`src/hdl/ett_pkg.sv`:
```
// Shared types for the totient unit: divider operand selects and control/status bundles.
`default_nettype none

package ett_pkg;

	// Operand pairs the shared divider can be started on
	typedef enum logic [1:0] {
		DIV_REST_BY_P,
		DIV_ACC_BY_P,
		DIV_ACC_BY_REST,
		DIV_QUO_BY_P      // last quotient by p, while rest takes that quotient
	} ett_div_sel_t;

	// Commands from controller to datapath
	typedef struct packed {
		logic         load;          // take n into rest/acc, restart trial divisor
		logic         div_start;     // launch a division
		ett_div_sel_t div_sel;       // which operands
		logic         rest_from_quo; // rest <= quotient
		logic         acc_sub_quo;   // acc <= acc - quotient
		logic         p_next;        // advance trial divisor
		logic         out_load;      // move acc into output register
	} ett_cmd_t;

	// Status from datapath to controller
	typedef struct packed {
		logic sq_gt_rest; // p*p > rest
		logic rest_gt1;   // rest > 1
		logic div_done;   // division result valid this cycle
		logic rem_zero;   // remainder is zero
		logic out_free;   // output register can take a new beat
	} ett_sts_t;

endpackage

`default_nettype wire

```
`src/hdl/euler_totient_counter_unit.sv`:
```
// Top level of the Euler totient unit.
//
// Channels: slave stream s_* carries n, master stream m_* carries phi(n).
// A beat moves on a rising edge where tvalid and tready are both high.
// s_tready is high only while the unit is idle; one n is worked at a time.
// phi is found by trial division: for each candidate p with p*p <= rest,
// a restoring divider tests p; if p divides rest, it then divides the
// accumulator and strips every power of p out of rest. A rest above one
// at the end is a final prime factor. phi(0) = 0, phi(1) = 1.
// The result sits in an output register; while the receiver stalls it
// holds there and the unit waits before loading the next result, but a
// new n is taken as soon as the previous computation has been handed off.
// Reset (arst_n low) returns the controller to idle and drops m_tvalid.
`default_nettype none

module euler_totient_counter_unit
	import ett_pkg::*;
#(
	parameter int WIDTH = 16
) (
	input  wire logic                               clk,
	input  wire logic                               arst_n,
	input  wire logic                               s_tvalid,
	output logic                                    s_tready,
	input  wire logic [((WIDTH + 7) / 8) * 8 - 1:0] s_tdata,  // [WIDTH-1:0] n, rest zero
	output logic                                    m_tvalid,
	input  wire logic                               m_tready,
	output logic      [((WIDTH + 7) / 8) * 8 - 1:0] m_tdata   // [WIDTH-1:0] phi, rest zero
);

	localparam int TDATA_W = ((WIDTH + 7) / 8) * 8;

	ett_cmd_t         cmd;
	ett_sts_t         sts;
	logic [WIDTH-1:0] phi;

	ett_ctrl u_ctrl (
		.clk      (clk),
		.arst_n   (arst_n),
		.in_valid (s_tvalid),
		.in_ready (s_tready),
		.sts      (sts),
		.cmd      (cmd)
	);

	ett_datapath #(.WIDTH(WIDTH)) u_dp (
		.clk       (clk),
		.arst_n    (arst_n),
		.cmd       (cmd),
		.n         (s_tdata[WIDTH-1:0]),
		.out_ready (m_tready),
		.sts       (sts),
		.phi       (phi),
		.out_valid (m_tvalid)
	);

	assign m_tdata = TDATA_W'(phi);

endmodule

`default_nettype wire

```
`src/hdl/ett_div.sv`:
```
// Restoring radix-2 divider, one quotient bit per cycle.
`default_nettype none

module ett_div
	import ett_pkg::*;
#(
	parameter int WIDTH = 16
) (
	input  wire logic             clk,
	input  wire logic             arst_n,
	input  wire logic             start,
	input  wire logic [WIDTH-1:0] dividend,
	input  wire logic [WIDTH-1:0] divisor,
	output logic      [WIDTH-1:0] quotient,
	output logic      [WIDTH-1:0] remainder,
	output logic                  done
);

	localparam int CNT_W = $clog2(WIDTH + 1);

	logic [WIDTH-1:0] rem_q;
	logic [WIDTH-1:0] quo_q;
	logic [WIDTH-1:0] dvs_q;
	logic [CNT_W-1:0] cnt_q;
	logic             busy_q;
	logic             done_q;

	logic [WIDTH:0]   shifted;
	logic [WIDTH:0]   diff;
	logic [WIDTH-1:0] rem_next;
	logic             qbit;

	// One restoring step: shift in next dividend bit, subtract if it fits
	always_comb begin
		shifted  = {rem_q, quo_q[WIDTH-1]};
		diff     = shifted - {1'b0, dvs_q};
		qbit     = ~diff[WIDTH];
		rem_next = qbit ? diff[WIDTH-1:0] : shifted[WIDTH-1:0];
	end

	always_ff @(posedge clk or negedge arst_n) begin
		if (!arst_n) begin
			busy_q <= 1'b0;
			done_q <= 1'b0;
			cnt_q  <= '0;
		end else if (start) begin
			busy_q <= 1'b1;
			done_q <= 1'b0;
			cnt_q  <= CNT_W'(WIDTH);
		end else if (busy_q) begin
			cnt_q <= cnt_q - 1'b1;
			if (cnt_q == CNT_W'(1)) begin
				busy_q <= 1'b0;
				done_q <= 1'b1;
			end
		end else begin
			done_q <= 1'b0;
		end
	end

	// Operand and partial result registers
	always_ff @(posedge clk) begin
		if (start) begin
			rem_q <= '0;
			quo_q <= dividend;
			dvs_q <= divisor;
		end else if (busy_q) begin
			rem_q <= rem_next;
			quo_q <= {quo_q[WIDTH-2:0], qbit};
		end
	end

	assign quotient  = quo_q;
	assign remainder = rem_q;
	assign done      = done_q;

`ifndef SYNTHESIS
	a_no_restart: assert property (@(posedge clk) disable iff (!arst_n)
		start |-> !busy_q)
		else $error("divider restarted while busy");
	a_done_after_last: assert property (@(posedge clk) disable iff (!arst_n)
		(busy_q && !start && cnt_q == CNT_W'(1)) |=> done_q)
		else $error("divider missed its done pulse");
	a_rem_bound: assert property (@(posedge clk) disable iff (!arst_n)
		done_q |-> (rem_q < dvs_q))
		else $error("remainder not below divisor");
`endif

endmodule

`default_nettype wire

```
`src/hdl/ett_datapath.sv`:
```
// Totient datapath: rest, accumulator, trial divisor and its square, output register.
`default_nettype none

module ett_datapath
	import ett_pkg::*;
#(
	parameter int WIDTH = 16
) (
	input  wire logic             clk,
	input  wire logic             arst_n,
	input  wire ett_cmd_t         cmd,
	input  wire logic [WIDTH-1:0] n,
	input  wire logic             out_ready,
	output ett_sts_t              sts,
	output logic      [WIDTH-1:0] phi,
	output logic                  out_valid
);

	// p never exceeds sqrt(n)+1, so its square fits in two extra bits
	localparam int SQ_W = WIDTH + 2;

	logic [WIDTH-1:0] rest_q;
	logic [WIDTH-1:0] acc_q;
	logic [WIDTH-1:0] p_q;
	logic [SQ_W-1:0]  sq_q;
	logic [WIDTH-1:0] phi_q;
	logic             out_valid_q;

	logic [WIDTH-1:0] dividend;
	logic [WIDTH-1:0] divisor;
	logic [WIDTH-1:0] quo;
	logic [WIDTH-1:0] rem;
	logic             div_done;

	// Operand select for the shared divider
	always_comb begin
		unique case (cmd.div_sel)
			DIV_REST_BY_P: begin
				dividend = rest_q;
				divisor  = p_q;
			end
			DIV_ACC_BY_P: begin
				dividend = acc_q;
				divisor  = p_q;
			end
			DIV_ACC_BY_REST: begin
				dividend = acc_q;
				divisor  = rest_q;
			end
			DIV_QUO_BY_P: begin
				dividend = quo;
				divisor  = p_q;
			end
			default: begin
				dividend = rest_q;
				divisor  = p_q;
			end
		endcase
	end

	ett_div #(.WIDTH(WIDTH)) u_div (
		.clk       (clk),
		.arst_n    (arst_n),
		.start     (cmd.div_start),
		.dividend  (dividend),
		.divisor   (divisor),
		.quotient  (quo),
		.remainder (rem),
		.done      (div_done)
	);

	// Working registers
	always_ff @(posedge clk) begin
		if (cmd.load) begin
			rest_q <= n;
			acc_q  <= n;
			p_q    <= WIDTH'(2);
			sq_q   <= SQ_W'(4);
		end else begin
			if (cmd.rest_from_quo)
				rest_q <= quo;
			if (cmd.acc_sub_quo)
				acc_q <= acc_q - quo;
			if (cmd.p_next) begin
				p_q  <= p_q + 1'b1;
				// (p+1)^2 = p^2 + 2p + 1
				sq_q <= sq_q + {1'b0, p_q, 1'b1};
			end
		end
	end

	// Output register, frees itself when the beat is taken
	always_ff @(posedge clk or negedge arst_n) begin
		if (!arst_n) begin
			out_valid_q <= 1'b0;
		end else if (cmd.out_load) begin
			out_valid_q <= 1'b1;
		end else if (out_ready) begin
			out_valid_q <= 1'b0;
		end
	end

	always_ff @(posedge clk) begin
		if (cmd.out_load)
			phi_q <= acc_q;
	end

	assign sts.sq_gt_rest = sq_q > {2'b00, rest_q};
	assign sts.rest_gt1   = rest_q > WIDTH'(1);
	assign sts.div_done   = div_done;
	assign sts.rem_zero   = rem == '0;
	assign sts.out_free   = !out_valid_q || out_ready;

	assign phi       = phi_q;
	assign out_valid = out_valid_q;

endmodule

`default_nettype wire

```
`src/hdl/ett_ctrl.sv`:
```
// Totient controller: sequences trial division over candidate factors.
`default_nettype none

module ett_ctrl
	import ett_pkg::*;
(
	input  wire logic     clk,
	input  wire logic     arst_n,
	input  wire logic     in_valid,
	output logic          in_ready,
	input  wire ett_sts_t sts,
	output ett_cmd_t      cmd
);

	typedef enum logic [2:0] {
		ST_IDLE,
		ST_CHECK,
		ST_TEST,
		ST_ACC,
		ST_STRIP,
		ST_FINAL,
		ST_DONE
	} state_t;

	state_t state_q;
	state_t state_d;

	// Next state and commands
	always_comb begin
		state_d  = state_q;
		cmd      = '0;
		cmd.div_sel = DIV_REST_BY_P;
		in_ready = 1'b0;
		unique case (state_q)
			ST_IDLE: begin
				in_ready = 1'b1;
				if (in_valid) begin
					cmd.load = 1'b1;
					state_d  = ST_CHECK;
				end
			end
			ST_CHECK: begin
				if (sts.sq_gt_rest) begin
					// leftover rest above one is a last prime factor
					if (sts.rest_gt1) begin
						cmd.div_start = 1'b1;
						cmd.div_sel   = DIV_ACC_BY_REST;
						state_d       = ST_FINAL;
					end else begin
						state_d = ST_DONE;
					end
				end else begin
					cmd.div_start = 1'b1;
					state_d       = ST_TEST;
				end
			end
			ST_TEST: begin
				if (sts.div_done) begin
					if (sts.rem_zero) begin
						cmd.rest_from_quo = 1'b1;
						cmd.div_start     = 1'b1;
						cmd.div_sel       = DIV_ACC_BY_P;
						state_d           = ST_ACC;
					end else begin
						cmd.p_next = 1'b1;
						state_d    = ST_CHECK;
					end
				end
			end
			ST_ACC: begin
				if (sts.div_done) begin
					cmd.acc_sub_quo = 1'b1;
					cmd.div_start   = 1'b1;
					state_d         = ST_STRIP;
				end
			end
			ST_STRIP: begin
				// divide p out of rest as often as it goes; the quotient is
				// the new rest and is divided again right away
				if (sts.div_done) begin
					if (sts.rem_zero) begin
						cmd.rest_from_quo = 1'b1;
						cmd.div_start     = 1'b1;
						cmd.div_sel       = DIV_QUO_BY_P;
					end else begin
						cmd.p_next = 1'b1;
						state_d    = ST_CHECK;
					end
				end
			end
			ST_FINAL: begin
				if (sts.div_done) begin
					cmd.acc_sub_quo = 1'b1;
					state_d         = ST_DONE;
				end
			end
			ST_DONE: begin
				if (sts.out_free) begin
					cmd.out_load = 1'b1;
					state_d      = ST_IDLE;
				end
			end
			default: state_d = ST_IDLE;
		endcase
	end

	always_ff @(posedge clk or negedge arst_n) begin
		if (!arst_n) begin
			state_q <= ST_IDLE;
		end else begin
			state_q <= state_d;
		end
	end

endmodule

`default_nettype wire
```
`config.mk`:
```
export PLATFORM = sky130hd
export DESIGN_NAME = euler_totient_counter_unit
export DESIGN_NICKNAME = d
export VERILOG_FILES = /design/src/hdl/ett_pkg.sv /design/src/hdl/euler_totient_counter_unit.sv /design/src/hdl/ett_div.sv /design/src/hdl/ett_datapath.sv /design/src/hdl/ett_ctrl.sv
export SDC_FILE = /design/constraint.sdc
export NUM_CORES = 1
export LEC_CHECK = 0
export ABC_AREA = 1
export BUFFER_PORTS_ARGS = -buffer_cell sky130_fd_sc_hd__buf_2
export CORE_MARGIN = 3
export CORE_UTILIZATION = 50
export DETAILED_ROUTE_END_ITERATION = 6
export HOLD_SLACK_MARGIN = 0.06
export PLACE_DENSITY = 0.75
export RECOVER_POWER = 50
export SETUP_SLACK_MARGIN = 0.5
export SYNTH_ARGS = -nofsm -noshare
export SYNTH_HDL_FRONTEND = slang
export SYNTH_SLANG_ARGS = --single-unit
```
`constraint.sdc`:
```
create_clock -name clk -period 3 [get_ports clk]
set_input_delay 0.3 -clock clk [delete_from_list [all_inputs] [get_ports clk]]
set_output_delay 0.3 -clock clk [all_outputs]
set_load 0.05 [all_outputs]
```
==> flow_summary.json, run 1 <==
{
  "grt_pass1_vias": 8282,
  "firstDrtPassIters": 7,
  "p_clk_frac": 0.177,
  "syn-cell-area_um2": 9570,
  "clock-skew-final_ns": 0.0116,
  "dieArea_um2": 20800,
  "final.setup.tns_ns": 0,
  "slew_viol_final": 0,
  "async_reset_ff_frac": 0.0780,
  "vias_per_cell": 5.62,
  "synth-seq-area-share": 0.384,
  "grt_first_pass_wirelength_mm": 41.4,
  "worstSetupPathType": "flip-flop to flip-flop",
  "timing.fmax_mhz": 364,
  "area_growth_pct": 17.5,
  "fin_ws_ns": 0.256,
  "ys.flop_type": "edfxtp_1",
  "wire_per_inst_um": 16.8,
  "antenna_found_initial": 0,
  "die_x_um": 144,
  "maxCapViolCount": 0,
  "p_leak_nw": 5.17,
  "rows": 49,
  "ys.warnings.count": 0,
  "relSlewSlack": 0.242,
  "grt_max_degree": 50,
  "required_ns": 3.28,
  "violations": "DRC",
  "dp_hpwl_mm": 18.1,
  "vdd.ir_drop.worst_uv": 884,
  "ys_ff_latch": 141,
  "coreArea_um2": 18400,
  "p_per_area_nw_per_um2": 1160,
  "syn_inst": 1293,
  "fin_nets": 1452,
  "period_share": 0.915,
  "ctsRootBufferMaster": "clkbuf_16",
  "drc": 1,
  "dp_slack_ns": 0.172,
  "drt_iter0_markers": 841,
  "crit_path_start_kind": "flip-flop",
  "portBuffers": 37,
  "start_util": 0.520,
  "antenna_cells": 0,
  "netSwitchingPower_mw": 6.00,
  "ys_types": 48,
  "cts_buffers": 17,
  "mostFrequentLayoutCell": "nand2_1",
  "synthesis.nets": 1384,
  "pwr-share-comb": 0.546,
  "vias": 9015,
  "final_cell_mix": "394 x nand2_1, 164 x inv_1, 82 x nor2_1",
  "max_slew.worst_pin.slew_ns": 1.14,
  "p_seq_frac": 0.277,
  "grt_use_total": 0.252,
  "antenna_left": 0,
  "ios": 38,
  "path_max_fanout": 8,
  "place_congestion": 0.982,
  "setup_violations": 0,
  "clk-insertion-delay-late_ns": 0.43,
  "grt_setup_unrepaired": "yes",
  "clkSinkCount": 141,
  "worstHoldPathType": "input port to flip-flop",
  "cts_buffer_depth": 2,
  "whs_path_depth": 4,
  "cts_tree": "yes",
  "grt-ovfl-total": 0,
  "htree_num_levels": 4,
  "outcome": "finished with violations",
  "switching_share": 0.459,
  "endpoint_kind": "flip-flop",
  "wirelength_mm": 27.0,
  "synth_area_per_cell_um2": 7.40,
  "internal_power_mw": 7.08,
  "drive_above_1_share": 0.143,
  "synth_edf_count": 80,
  "worstPathArrival_ns": 3.02,
  "worstRegToRegCells": 14,
  "clkSlewWorstSetupHoldPaths_ns": 0.07,
  "die_h_um": 144,
  "post-route-min-period_ns": 2.74,
  "hold_violations": 0
}
layout make-up:
| type | instances | area (um^2) |
|---|---|---|
| repair buffers | 79 | 624 |
| multi-input cells | 938 | 5320 |
| well taps | 229 | 287 |
| clock inverters | 15 | 211 |
| clock buffers | 17 | 425 |
| inverters | 184 | 696 |
| flip-flops and latches | 141 | 3680 |
| fillers | 1567 | 7150 |
worst max-delay path, stage by stage (launching register included):
cell,delay [ns]
edfxtp_1,0.38
inv_2,0.07
ha_1,0.32
nand4_1,0.17
nor2_1,0.15
nor2_1,0.07
a21oi_1,0.28
nand3_2,0.16
o31ai_4,0.11
ha_4,0.28
buf_6,0.14
buf_16,0.14
o21ai_4,0.15
nand2_1,0.08
o21ai_1,0.08
what timing repair did:
| action | in CTS | in global routing |
|---|---|---|
| setup buffers | 12 | 14 |
| resized for setup | 58 | 46 |
| setup endpoints to repair | 59 | 114 |
| gates cloned | 3 | 3 |
| hold endpoints to repair | 11 | 0 |
| pin swaps | 6 | 23 |
| hold buffers | 1 | 0 |
layer usage:
| metal | vias to the layer above | track usage | wire, um |
|---|---|---|---|
| li1 | 4390 | - | - |
| met1 | 4146 | 0.336 | 11500 |
| met2 | 411 | 0.408 | 12800 |
| met3 | 68 | 0.0466 | 1960 |
| met4 | 0 | 0.0967 | 760 |
| met5 | - | 0 | 0 |
sequential cells by signal, indices dropped and copies added (netlist names):
register              cells
u_dp.phi                 16
u_dp.out_valid            1
u_dp.u_div.done           1
u_dp.u_div.cnt_q          5
u_dp.acc_q               16
u_dp.u_div.dvs_q         16
u_dp.rest_q              16
u_ctrl.state_q            3
u_dp.sq_q                18
u_dp.p_q                 16
u_dp.u_div.quotient      16
u_dp.u_div.busy_q         1
u_dp.u_div.remainder     16
cell usage after synthesis (10+ instances only):
cell	instances	area share
nand3_1	62	0.032
nand2_1	398	0.16
nor2_1	83	0.033
a21oi_2	14	0.013
o21ai_0	83	0.043
inv_1	180	0.071
a21oi_1	83	0.043
dfrtp_1	11	0.029
xor2_1	14	0.013
dfxtp_1	50	0.10
nand2_2	10	0.0065
clkbuf_1	10	0.0039
ha_1	68	0.089
nor3_1	12	0.0063
edfxtp_1	80	0.25
nand4_1	21	0.014
o21ai_1	11	0.0058
buf_2	10	0.0052
path summary, 6_finish.rpt:
check	from	to	slack (ns)
setup / recovery	u_dp.rest_q[9]$_DFFE_PP_	u_dp.u_div.quotient[15]$_DFFE_PP_	0.26
hold / removal	m_tready	u_dp.out_valid$_DFFE_PN0P_	0.16
setup reg to reg	u_dp.rest_q[9]$_DFFE_PP_	u_dp.u_div.quotient[15]$_DFFE_PP_	0.26
hold reg to reg	u_dp.acc_q[0]$_DFFE_PP_	u_dp.phi[0]$_DFFE_PP_	0.51
max in group asynchronous	arst_n	u_dp.u_div.done$_DFFE_PN0P_	2.22
min in group asynchronous	arst_n	u_dp.u_div.cnt_q[2]$_DFFE_PN0P_	0.39
metrics by stage:
step / instance area (um^2) / util / hold WS (ns) / power, mW / std cells
after floorplan: 9570 / - / 0.00441 / 8.34 / 1293
after global placement: 9950 / 0.541 / 0.183 / 9.58 / 1538
after detailed placement: 9950 / 0.541 / 0.181 / 9.76 / 1538
after CTS: 11000 / 0.597 / 0.150 / 12.6 / 1586
after global routing: 11200 / 0.611 / 0.165 / 14.0 / 1603
final: 11200 / 0.611 / 0.161 / 13.1 / 1603
power by group through the flow:
stage | logic [mW] | clock network [mW] | registers (mW)
floorplan | 4.91 | 0 | 3.43
global placement | 6.00 | 0 | 3.58
detailed placement | 6.18 | 0 | 3.58
CTS | 6.64 | 2.33 | 3.59
global route | 7.93 | 2.41 | 3.67
finish | 7.14 | 2.32 | 3.62
cell families (layout without fill, tap and decap cells):
kind of cell / Yosys count / in the layout / share of synthesized area
and+or+nand+nor: 616 / 617 / 0.273
adders and majority gates: 71 / 71 / 0.0952
DFF: 141 / 141 / 0.384
buffers and inverters: 215 / 295 / 0.0923
AOI/OAI and AO/OA: 227 / 227 / 0.135
xor gates and xnor gates: 23 / 23 / 0.0210
(Power assumes the default switching activity.)
==> run 2: changes to the inputs <==
Settings changed: PLACE_DENSITY 0.75 to not set, PLACE_DENSITY_LB_ADDON set to 0.08.
==> run 2 against run 1 <==
Effect of this change:
- the run now ends clean
- setup slack better by 0.12 ns
- sequential share of layout area fell by 0.40 points
- critical path depth increased by 4
- critical path type unchanged
- combinational power rose by 1%
- highest routed layer is now met5
- largest cell class unchanged
==> flow_summary.json, run 2 (same netlist as run 1, synthesis figures left out) <==
{
  "clkSlewWorstSetupHoldPaths_ns": 0.07,
  "vias": 8549,
  "top_layer": "met5",
  "cts_buffers": 17,
  "die_h_um": 144,
  "fin_nets": 1459,
  "ff_latch_area_um2": 3680,
  "start_util": 0.520,
  "vias_per_cell": 5.31,
  "antenna_left": 0,
  "firstDrtPassIters": 5,
  "mostFrequentLayoutCell": "nand2_1",
  "crit_top_cell": "nand2_2",
  "dp_hpwl_mm": 18.5,
  "clkSinkCount": 141,
  "outcome": "finished, final reports clean",
  "largest_reg_flops": 18,
  "critical_path.cell_chain": "inv_2 > ha_4 > nand2_4 > nand2_2 > nand2_2 > nand2_2 > nand2_2 > nand3_2 > nand2_1 > clkbuf_4 > inv_1 > nand3_2 > nand2_1 > nand2_8 > buf_12 > clkbuf_16 > nand2_1 > o21ai_1",
  "p_leak_nw": 5.28,
  "maxCapViolCount": 0,
  "grt_use_total": 0.244,
  "setup_violations": 0,
  "antenna_found_initial": 2,
  "dp_slack_ns": 0.200,
  "place_congestion": 0.917,
  "wl_met3_mm": 1.26,
  "relSlewSlack": 0.367,
  "required_ns": 3.18,
  "endpoint_kind": "flip-flop",
  "htree_num_levels": 4,
  "critical_path.max_stage_delay_ns": 0.37,
  "path_max_fanout": 15,
  "worstSetupPathType": "flip-flop to flip-flop",
  "worstPathArrival_ns": 2.81,
  "period_share": 0.876,
  "p_per_area_nw_per_um2": 1150,
  "clock-skew-final_ns": 0.00958,
  "fillCellCount": 1685,
  "fin_ws_ns": 0.371,
  "dieArea_um2": 20800,
  "wire_per_inst_um": 16.3,
  "clk-insertion-delay-late_ns": 0.43,
  "grt_pass1_vias": 7958,
  "hold_violations": 0,
  "max_slew.worst_pin.slew_ns": 0.950,
  "wirelength_mm": 26.3,
  "grt-ovfl-total": 0,
  "drc": 0,
  "die_x_um": 144,
  "post-route-min-period_ns": 2.63,
  "cts_tree": "yes",
  "crit_path_start_kind": "flip-flop",
  "dr_wl_met2_mm": 12.7,
  "timing.fmax_mhz": 380,
  "cts_buffer_depth": 2,
  "final_cell_mix": "382 x nand2_1, 167 x inv_1, 80 x nor2_1, 80 x edfxtp_1, 79 x a21oi_1",
  "area_growth_pct": 19.0,
  "portBuffers": 37,
  "grt_setup_unrepaired": "yes",
  "rows": 49,
  "ios": 38,
  "vdd.ir_drop.worst_uv": 660,
  "ctsRootBufferMaster": "clkbuf_16",
  "drt_iter0_markers": 537,
  "coreArea_um2": 18400,
  "grt_first_pass_wirelength_mm": 40.1,
  "final.setup.tns_ns": 0,
  "slew_viol_final": 0,
  "regMostFlops": "u_dp.sq_q",
  "multi_input_area_um2": 5390,
  "drive_above_1_share": 0.154,
  "worstHoldPathType": "input port to flip-flop",
  "grt_max_degree": 61,
  "wl_met1_mm": 11.9,
  "cp_slowest_cell": "edfxtp_1",
  "finalPower_mw": 13.1
}
-- run 2: worst paths after layout --
check                                                from                               end  slack (ns)  cells after the start
worst min-delay path                             m_tready        u_dp.out_valid$_DFFE_PN0P_        0.14                      4
worst max-delay path            u_dp.rest_q[11]$_DFFE_PP_  u_dp.u_div.quotient[4]$_DFFE_PP_        0.37                     18
min in group asynchronous                          arst_n   u_dp.u_div.cnt_q[3]$_DFFE_PN0P_        0.37                      2
max in group asynchronous                          arst_n     u_ctrl.state_q[0]$_DFFE_PN0P_        2.25                      2
worst max register to register  u_dp.rest_q[11]$_DFFE_PP_  u_dp.u_div.quotient[4]$_DFFE_PP_        0.37                     18
worst min register to register    u_dp.acc_q[0]$_DFFE_PP_             u_dp.phi[0]$_DFFE_PP_        0.46                      0
-- run 2: timing repair --
item,in CTS,in global routing
endpoints found under the setup margin,50,84
pin swaps,2,28
setup buffers,7,19
hold buffers,1,0
cloned,1,6
gates resized for setup,27,94
hold endpoints to repair,11,0
-- run 2: layout make-up --
class                           instances  area share
Antenna cell                            1    0.000220
Clock buffer                           20      0.0440
Clock inverter                         12      0.0124
Inverter                              184      0.0607
Multi-Input combinational cell        938       0.474
Sequential cell                       141       0.323
Tap cell                              229      0.0252
Timing Repair Buffer                   86      0.0607
-- run 2: where the power goes --
group | leakage [nW] | switching [mW] | internal [mW]
Clock | 0.318 | 0.897 | 1.39
Sequential | 1.31 | 0.590 | 3.04
Combinational | 3.65 | 4.49 | 2.73
Total | 5.28 | 5.98 | 7.16
-- run 2: critical path: cells and delay by family (launching register included) --
family	cells	cell delay, ns
AND/OR/NAND/NOR	11	1.01
buffers and inverters	5	0.65
flip-flops	1	0.37
adder cells (fa/ha/maj)	1	0.28
AO/OA/AOI/OAI	1	0.07
-- run 2: layer usage --
metal,vias up,GRT usage
li1,4390,-
met1,3914,0.332
met2,203,0.403
met3,40,0.0450
met4,2,0.0653
met5,-,0
-- run 2: per-stage QoR --
stage                     cells  cell area [um^2]  hold WS (ns)   util
final                      1611             11400         0.141  0.619
after detailed placement   1544             10000         0.184  0.544
after global placement     1544             10000         0.180  0.544
after global routing       1610             11400         0.159  0.619
after CTS                  1585             10800         0.135  0.589
after floorplan            1293              9570       0.00441      -
